File: src/hw/rtl/dmdc_ram.sv
module dmdc_ram #(
   parameter int WIDTH = 8,
   parameter int DEPTH = 16,
   localparam int ADDR_BITS = (DEPTH > 1) ? $clog2(DEPTH) : 1
) (
   input  logic                 clock,
   input  logic                 wr_en,
   input  logic [ADDR_BITS-1:0] wr_addr,
   input  logic [WIDTH-1:0]     wr_data,
   input  logic [ADDR_BITS-1:0] rd_addr,
   output logic [WIDTH-1:0]     rd_data
);

   logic [WIDTH-1:0] mem_ff [DEPTH];
   logic [WIDTH-1:0] rd_data_ff;

   // One write port and one registered read port.
   always_ff @(posedge clock) begin
      if (wr_en) begin
         mem_ff[wr_addr] <= wr_data;
      end
      rd_data_ff <= mem_ff[rd_addr];
   end

   assign rd_data = rd_data_ff;

endmodule

File: config.mk
export PLATFORM = sky130hd
export DESIGN_NAME = dmdc_ram
export DESIGN_NICKNAME = d
export VERILOG_FILES = /design/src/hw/rtl/dmdc_ram.sv
export SDC_FILE = /design/constraint.sdc
export NUM_CORES = 1
export LEC_CHECK = 0
export BUFFER_PORTS_ARGS = -buffer_cell sky130_fd_sc_hd__buf_2
export CORE_MARGIN = 4
export CORE_UTILIZATION = 35
export CTS_CLUSTER_DIAMETER = 30
export DETAILED_ROUTE_END_ITERATION = 10
export HOLD_SLACK_MARGIN = 0.08
export PLACE_DENSITY_LB_ADDON = 0.1
export REMOVE_ABC_BUFFERS = 1
export SETUP_SLACK_MARGIN = 0.1
export SYNTH_ARGS = -nofsm -noshare
export SYNTH_HDL_FRONTEND = slang
export SYNTH_SLANG_ARGS = --single-unit
File: constraint.sdc
create_clock -name clock -period 2.5 [get_ports clock]
set_clock_uncertainty 0.1 [all_clocks]
set_input_delay 0.25 -clock clock [delete_from_list [all_inputs] [get_ports clock]]
set_output_delay 0.25 -clock clock [all_outputs]
set_load 0.05 [all_outputs]
==> results.sh, run 1 <==
export IMPL_die_h_um=129
export IMPL_vias_per_cell=5.01
export IMPL_power_frac_seq_pct=47.9
export IMPL_min_period_over_period_pct=65.7
export IMPL_cts_made_buffers=17
export IMPL_cellInternalPower_mw=4.31
export IMPL_vdd_drop_max_mv=0.470
export IMPL_max_cap_violations=0
export IMPL_critical_path_slowest_cell="mux4_1"
export IMPL_route_detailed_drc=0
export IMPL_die_w_um=129
export IMPL_syn_to_final_growth_pct=20.2
export IMPL_gp_congestion=0.702
export IMPL_post_layout_nonfiller_instances=480
export IMPL_synth_seq_cells=136
export IMPL_crit_buf_inv=2
export IMPL_ys_types=19
export IMPL_postCtsSetupRepairBufs=0
export IMPL_gr_usage_all_layers_pct=13.8
export IMPL_rows=44
export IMPL_p_sw_mw=1.05
export IMPL_cts_resized=0
export IMPL_grt_pass1_vias=2564
export IMPL_hpwl_um=6590
export IMPL_cts_buffer_depth=2
export IMPL_firstDrtPassIters=4
export IMPL_clkTransAtPathRegs_ns=0.05
export IMPL_multi_input_area_mm2=0.00106
export IMPL_power_frac_comb_pct=5.4
export IMPL_start_kind="input port"
export IMPL_rsz0062_at_grt="no"
export IMPL_finalHoldViolations=0
export IMPL_layout_min_cycle_time_ns=1.64
export IMPL_final_fill_count=1268
export IMPL_netlist_instances=229
export IMPL_synth_warnings=0
export IMPL_avgSynthCellArea_um2=22.5
export IMPL_wl_per_cell_um=22.0
export IMPL_worst_hold_slack_ns=0.129
export IMPL_crit_fanout=21
export IMPL_post_route_util_pct=42.7
export IMPL_cts_tree="done"
export IMPL_final_nets=301
export IMPL_start_util_pct=35.6
export IMPL_critPathKind="in -> reg"
export IMPL_setup_violations=0
export IMPL_leakagePower_nw=2.11
export IMPL_overflow=0
export IMPL_diodes=0
export IMPL_tns_ns=0
export IMPL_clk_latency_ns=0.40
export IMPL_pwr_share_clk_pct=46.8
export IMPL_crit_required_ns=2.68
export IMPL_die_area_mm2=0.0167
export IMPL_wirelength_um=10500
export IMPL_layout_drive_gt1_share_pct=31.1
export IMPL_max_slew_margin_rel_pct=52.3
export IMPL_place_inst=448
export IMPL_fmax_ghz=0.608
export IMPL_max_slew_worst_pin_slew_ns=0.713
export IMPL_clock_sinks=136
export IMPL_critPathTopFamily="multiplexers"
export IMPL_cts_htree_levels=4
export IMPL_seqCellArea_mm2=0.00400
export IMPL_numPortBuffers=25
export IMPL_yosysSeqAreaShare_pct=77.8
export IMPL_ant_nets=0
export IMPL_cts_hold_buf=0
export IMPL_grt_antenna_before_repair=0
export IMPL_critPathMaxStageDelay_ns=0.58
export IMPL_crit_chain="buf_2, buf_12, mux4_1, a22oi_1, nand2_1"
export IMPL_end_kind="flop"
export IMPL_vias=2404
export IMPL_clockRootBuffer="clkbuf_16"
export IMPL_grt_max_degree=32
export IMPL_grt_pass1_wl_um=15800
export IMPL_first_iter_violations=200
export IMPL_coreArea_mm2=0.0145
export IMPL_syn_cell_area_mm2=0.00515
export IMPL_total_power_mw=5.36
export IMPL_cellPowerDensity_mw_per_mm2=866
export IMPL_swShare_pct=19.6
export IMPL_outcome="completed"
export IMPL_io_pin_count=26
export IMPL_maxSlewViolCount=0
export IMPL_hold_path_class="in -> reg"
export IMPL_worstPathArrival_ns=1.82
[cells by family after synthesis]
kind of cell / Yosys count / synth area share (%)
buffers and inverters: 10 / 1.68
muxes: 32 / 15.0
and+or+nand+nor: 35 / 3.18
DFF: 136 / 77.8
AOI/OAI and AO/OA: 16 / 2.33
[path summary, 6_finish.rpt]
kind,startpoint,to,slack (ns),cells past startpoint
worst max-delay path,rd_addr[0],rd_data[3]$_DFF_P_,0.86,5
worst min-delay path,wr_data[5],mem_ff[13][5]$_DFFE_PP_,0.13,1
worst max register to register,mem_ff[9][3]$_DFFE_PP_,rd_data[3]$_DFF_P_,1.02,3
worst min register to register,mem_ff[14][6]$_DFFE_PP_,rd_data[6]$_DFF_P_,0.57,3
[synth_stat cells]
| library cell | instances | share of area, % |
|---|---|---|
| edfxtp_1 | 128 | 75 |
| nand2_1 | 9 | 0.66 |
| buf_6 | 3 | 0.66 |
| mux4_1 | 14 | 7.1 |
| clkdlybuf4s25_2 | 3 | 0.58 |
| mux4_2 | 18 | 7.9 |
| nor3_1 | 4 | 0.39 |
| a22oi_1 | 16 | 2.3 |
| nand3_1 | 1 | 0.097 |
| and2b_1 | 1 | 0.15 |
| nand2b_1 | 2 | 0.24 |
| nor2_1 | 13 | 0.95 |
| nor2b_1 | 1 | 0.12 |
| buf_2 | 3 | 0.29 |
| and2_1 | 1 | 0.12 |
| buf_4 | 1 | 0.15 |
| or3b_2 | 1 | 0.17 |
| nand3b_1 | 2 | 0.29 |
| dfxtp_1 | 8 | 3.1 |
[worst register-to-register path: cells and delay by family (launching register included)]
kind            cells  cell delay (ns)
compound gates      1             0.30
flops               1             0.35
mux                 1             0.51
simple gates        1             0.10
[metal layers]
layer | GRT usage (%) | vias to the layer above | wire, um
li1 | - | 1083 | -
met1 | 19.7 | 1262 | 5230
met2 | 19.8 | 53 | 4820
met3 | 4.53 | 6 | 416
met4 | 4.82 | 0 | 74
met5 | 0 | - | 0
[metrics by stage]
step	setup WS [ns]	instance area, um^2
detailed placement	0.402	5590
global route	0.768	6190
floorplan	0.657	5060
finish	0.856	6190
global placement	0.415	5590
CTS	0.832	6190
[power by group through the flow]
stage	Sequential (mW)	Combinational (mW)	Clock, mW
global placement	2.61	0.295	0
floorplan	2.66	0.102	0
finish	2.57	0.288	2.51
global route	2.57	0.314	2.67
CTS	2.57	0.298	2.56
detailed placement	2.61	0.298	0
[area by class of cell]
cell class                 instances  share of cell area [%]
clock inverter                    11                    2.51
sequential                       136                    64.7
tap                              184                    3.72
timing repair buffer              45                    4.85
multi-input combinational         83                    17.1
clock buffer                      21                    7.12
[flip-flops by register name (all words and copies together), names as in the netlist]
signal	cells
rd_data	8
mem_ff	128
[layout by cell type (no fill, tap or decap)]
cell type / instances
nor2_1: 13
nor2b_1: 1
buf_12: 2
and2_1: 1
nand2b_1: 2
nor3_1: 4
and2b_1: 1
nand3_1: 1
clkbuf_16: 17
mux4_2: 18
dfxtp_1: 8
edfxtp_1: 128
mux4_1: 14
bufinv_16: 4
buf_4: 18
nand3b_1: 2
buf_2: 25
a22oi_1: 16
clkbuf_1: 4
clkinv_2: 7
nand2_1: 9
or3b_2: 1
No activity file was read; power rests on OpenSTA's default activity.
==> run 2, diff against run 1 <==
- clock period: 2.5 -> 1.4 ns (I/O delays scaled with it)
==> run 2 against run 1 <==
  * Wire length shrank 2.4%
  * Worst setup slack lost 0.79 ns
  * Clock power grew 73%
  * Final area grew 1.9%
  * Via count shrank 0.46%
  * Critical path type is now reg -> reg
==> results.sh, run 2 (synthesis results as in run 1) <==
export IMPL_min_period_over_period_pct=95.0
export IMPL_coreArea_mm2=0.0145
export IMPL_layout_min_cycle_time_ns=1.33
export IMPL_clk_latency_ns=0.40
export IMPL_grt_antenna_before_repair=0
export IMPL_critPathKind="reg -> reg"
export IMPL_cellPowerDensity_mw_per_mm2=1510
export IMPL_end_kind="flop"
export IMPL_crit_fanout=1
export IMPL_finalHoldViolations=0
export IMPL_max_slew_margin_rel_pct=31.1
export IMPL_critical_path_slowest_cell="mux4_2"
export IMPL_cts_htree_levels=4
export IMPL_leakagePower_nw=2.09
export IMPL_fmax_ghz=0.752
export IMPL_start_kind="flop"
export IMPL_total_power_mw=9.51
export IMPL_grt_max_degree=22
export IMPL_maxSlewViolCount=0
export IMPL_overflow=0
export IMPL_crit_required_ns=1.59
export IMPL_max_cap_violations=0
export IMPL_cts_tree="done"
export IMPL_numPortBuffers=25
export IMPL_outcome="completed"
export IMPL_largest_register_ffs=128
export IMPL_wl_per_cell_um=21.0
export IMPL_crit_chain="mux4_2, a22oi_2, nand2_1"
export IMPL_rsz0062_at_grt="yes"
export IMPL_gp_congestion=0.670
export IMPL_diodes=0
export IMPL_ant_nets=0
export IMPL_vdd_drop_max_mv=0.806
export IMPL_clkTransAtPathRegs_ns=0.06
export IMPL_io_pin_count=26
export IMPL_seqCellArea_mm2=0.00400
export IMPL_final_common_cell="edfxtp_1"
export IMPL_cts_made_buffers=17
export IMPL_die_h_um=129
export IMPL_die_w_um=129
export IMPL_clockRootBuffer="clkbuf_16"
export IMPL_first_iter_violations=157
export IMPL_setup_ws_ns=0.0698
export IMPL_setup_violations=0
export IMPL_grt_pass1_wl_um=16100
export IMPL_die_area_mm2=0.0167
export IMPL_vias=2393
export IMPL_max_slew_worst_pin_slew_ns=1.03
export IMPL_final_fill_count=1256
export IMPL_largest_register="mem_ff"
export IMPL_crit_buf_inv=0
export IMPL_rows=44
export IMPL_clock_sinks=136
export IMPL_start_util_pct=35.6
export IMPL_vias_per_cell=4.87
export IMPL_route_detailed_drc=0
export IMPL_final_cell_mix="edfxtp_1 (128), mux4_2 (31), buf_2 (21), buf_4 (21), clkbuf_16 (17)"
export IMPL_syn_to_final_growth_pct=22.5
export IMPL_tns_ns=0
export IMPL_final_nets=312
export IMPL_firstDrtPassIters=4
export IMPL_dp_slack_ns=-0.284
export IMPL_wirelength_um=10300
export IMPL_critPathMaxStageDelay_ns=0.48
export IMPL_gr_usage_all_layers_pct=13.6
export IMPL_hold_path_class="in -> reg"
export IMPL_cts_buffer_depth=2
export IMPL_critPathTopFamily="multiplexers"
export IMPL_grt_pass1_vias=2549
export IMPL_layout_drive_gt1_share_pct=39.7
export IMPL_worstPathArrival_ns=1.52
export IMPL_multi_input_area_mm2=0.00107
export IMPL_hpwl_um=6590
==> run 2: cell count changes in the layout (fill, tap and decap cells not counted), sizes merged <==
cell         change
bufinv           -1
clkinvlp         +3
dlygate4sd3      +8
buf              -1
clkinv           +1
clkbuf           +1
==> run 2: stage by stage <==
step	utilization [%]	cell area, um^2	cells	hold WS, ns
after global placement	38.8	5610	451	0.437
after detailed placement	38.8	5610	451	0.440
after floorplan	-	5060	219	0.139
after global routing	43.6	6310	491	0.202
after CTS	43.4	6290	491	0.183
final	43.6	6310	491	0.200
==> run 2: cell type report <==
| class | count | area share, % |
|---|---|---|
| clock buffer | 18 | 6.80 |
| clock inverter | 14 | 2.50 |
| multi-input combinational | 83 | 17.0 |
| sequential | 136 | 63.5 |
| tap | 184 | 3.65 |
| timing repair buffer | 56 | 6.55 |
==> run 2: worst min-delay path, cell delays in order <==
cell and delay [ns]:
buf_2 0.14, nor3_1 0.07, buf_4 0.18
==> run 2: repair_timing <==
item	CTS	global route
endpoints found under the hold margin	128	0
hold buffers	8	0
buffers inserted	0	0
gates resized for setup	21	9
setup endpoints to repair	8	12
pin swaps	10	3
==> run 2: report_power, final <==
group	switching, mW	internal (mW)	leakage, nW
combinational	0.343	0.227	0.585
sequential	0.0303	4.55	1.22
clock	1.58	2.78	0.281
total	1.95	7.56	2.09
==> run 2: per-layer routing <==
metal / part of all wire (%) / wire length (um) / track usage (%)
met1: 46 / 4750 / 19.3
met2: 47 / 4840 / 20.4
met3: 5.8 / 600 / 4.00
met4: 0.98 / 101 / 4.26
met5: 0 / 0 / 0
==> run 2: final timing paths <==
check	start	end	slack, ns	cells after the start
setup / recovery	mem_ff[11][1]$_DFFE_PP_	rd_data[1]$_DFF_P_	0.07	3
setup reg to reg	mem_ff[11][1]$_DFFE_PP_	rd_data[1]$_DFF_P_	0.07	3
hold / removal	wr_addr[0]	mem_ff[8][3]$_DFFE_PP_	0.20	3
hold reg to reg	mem_ff[4][1]$_DFFE_PP_	rd_data[1]$_DFF_P_	0.57	3
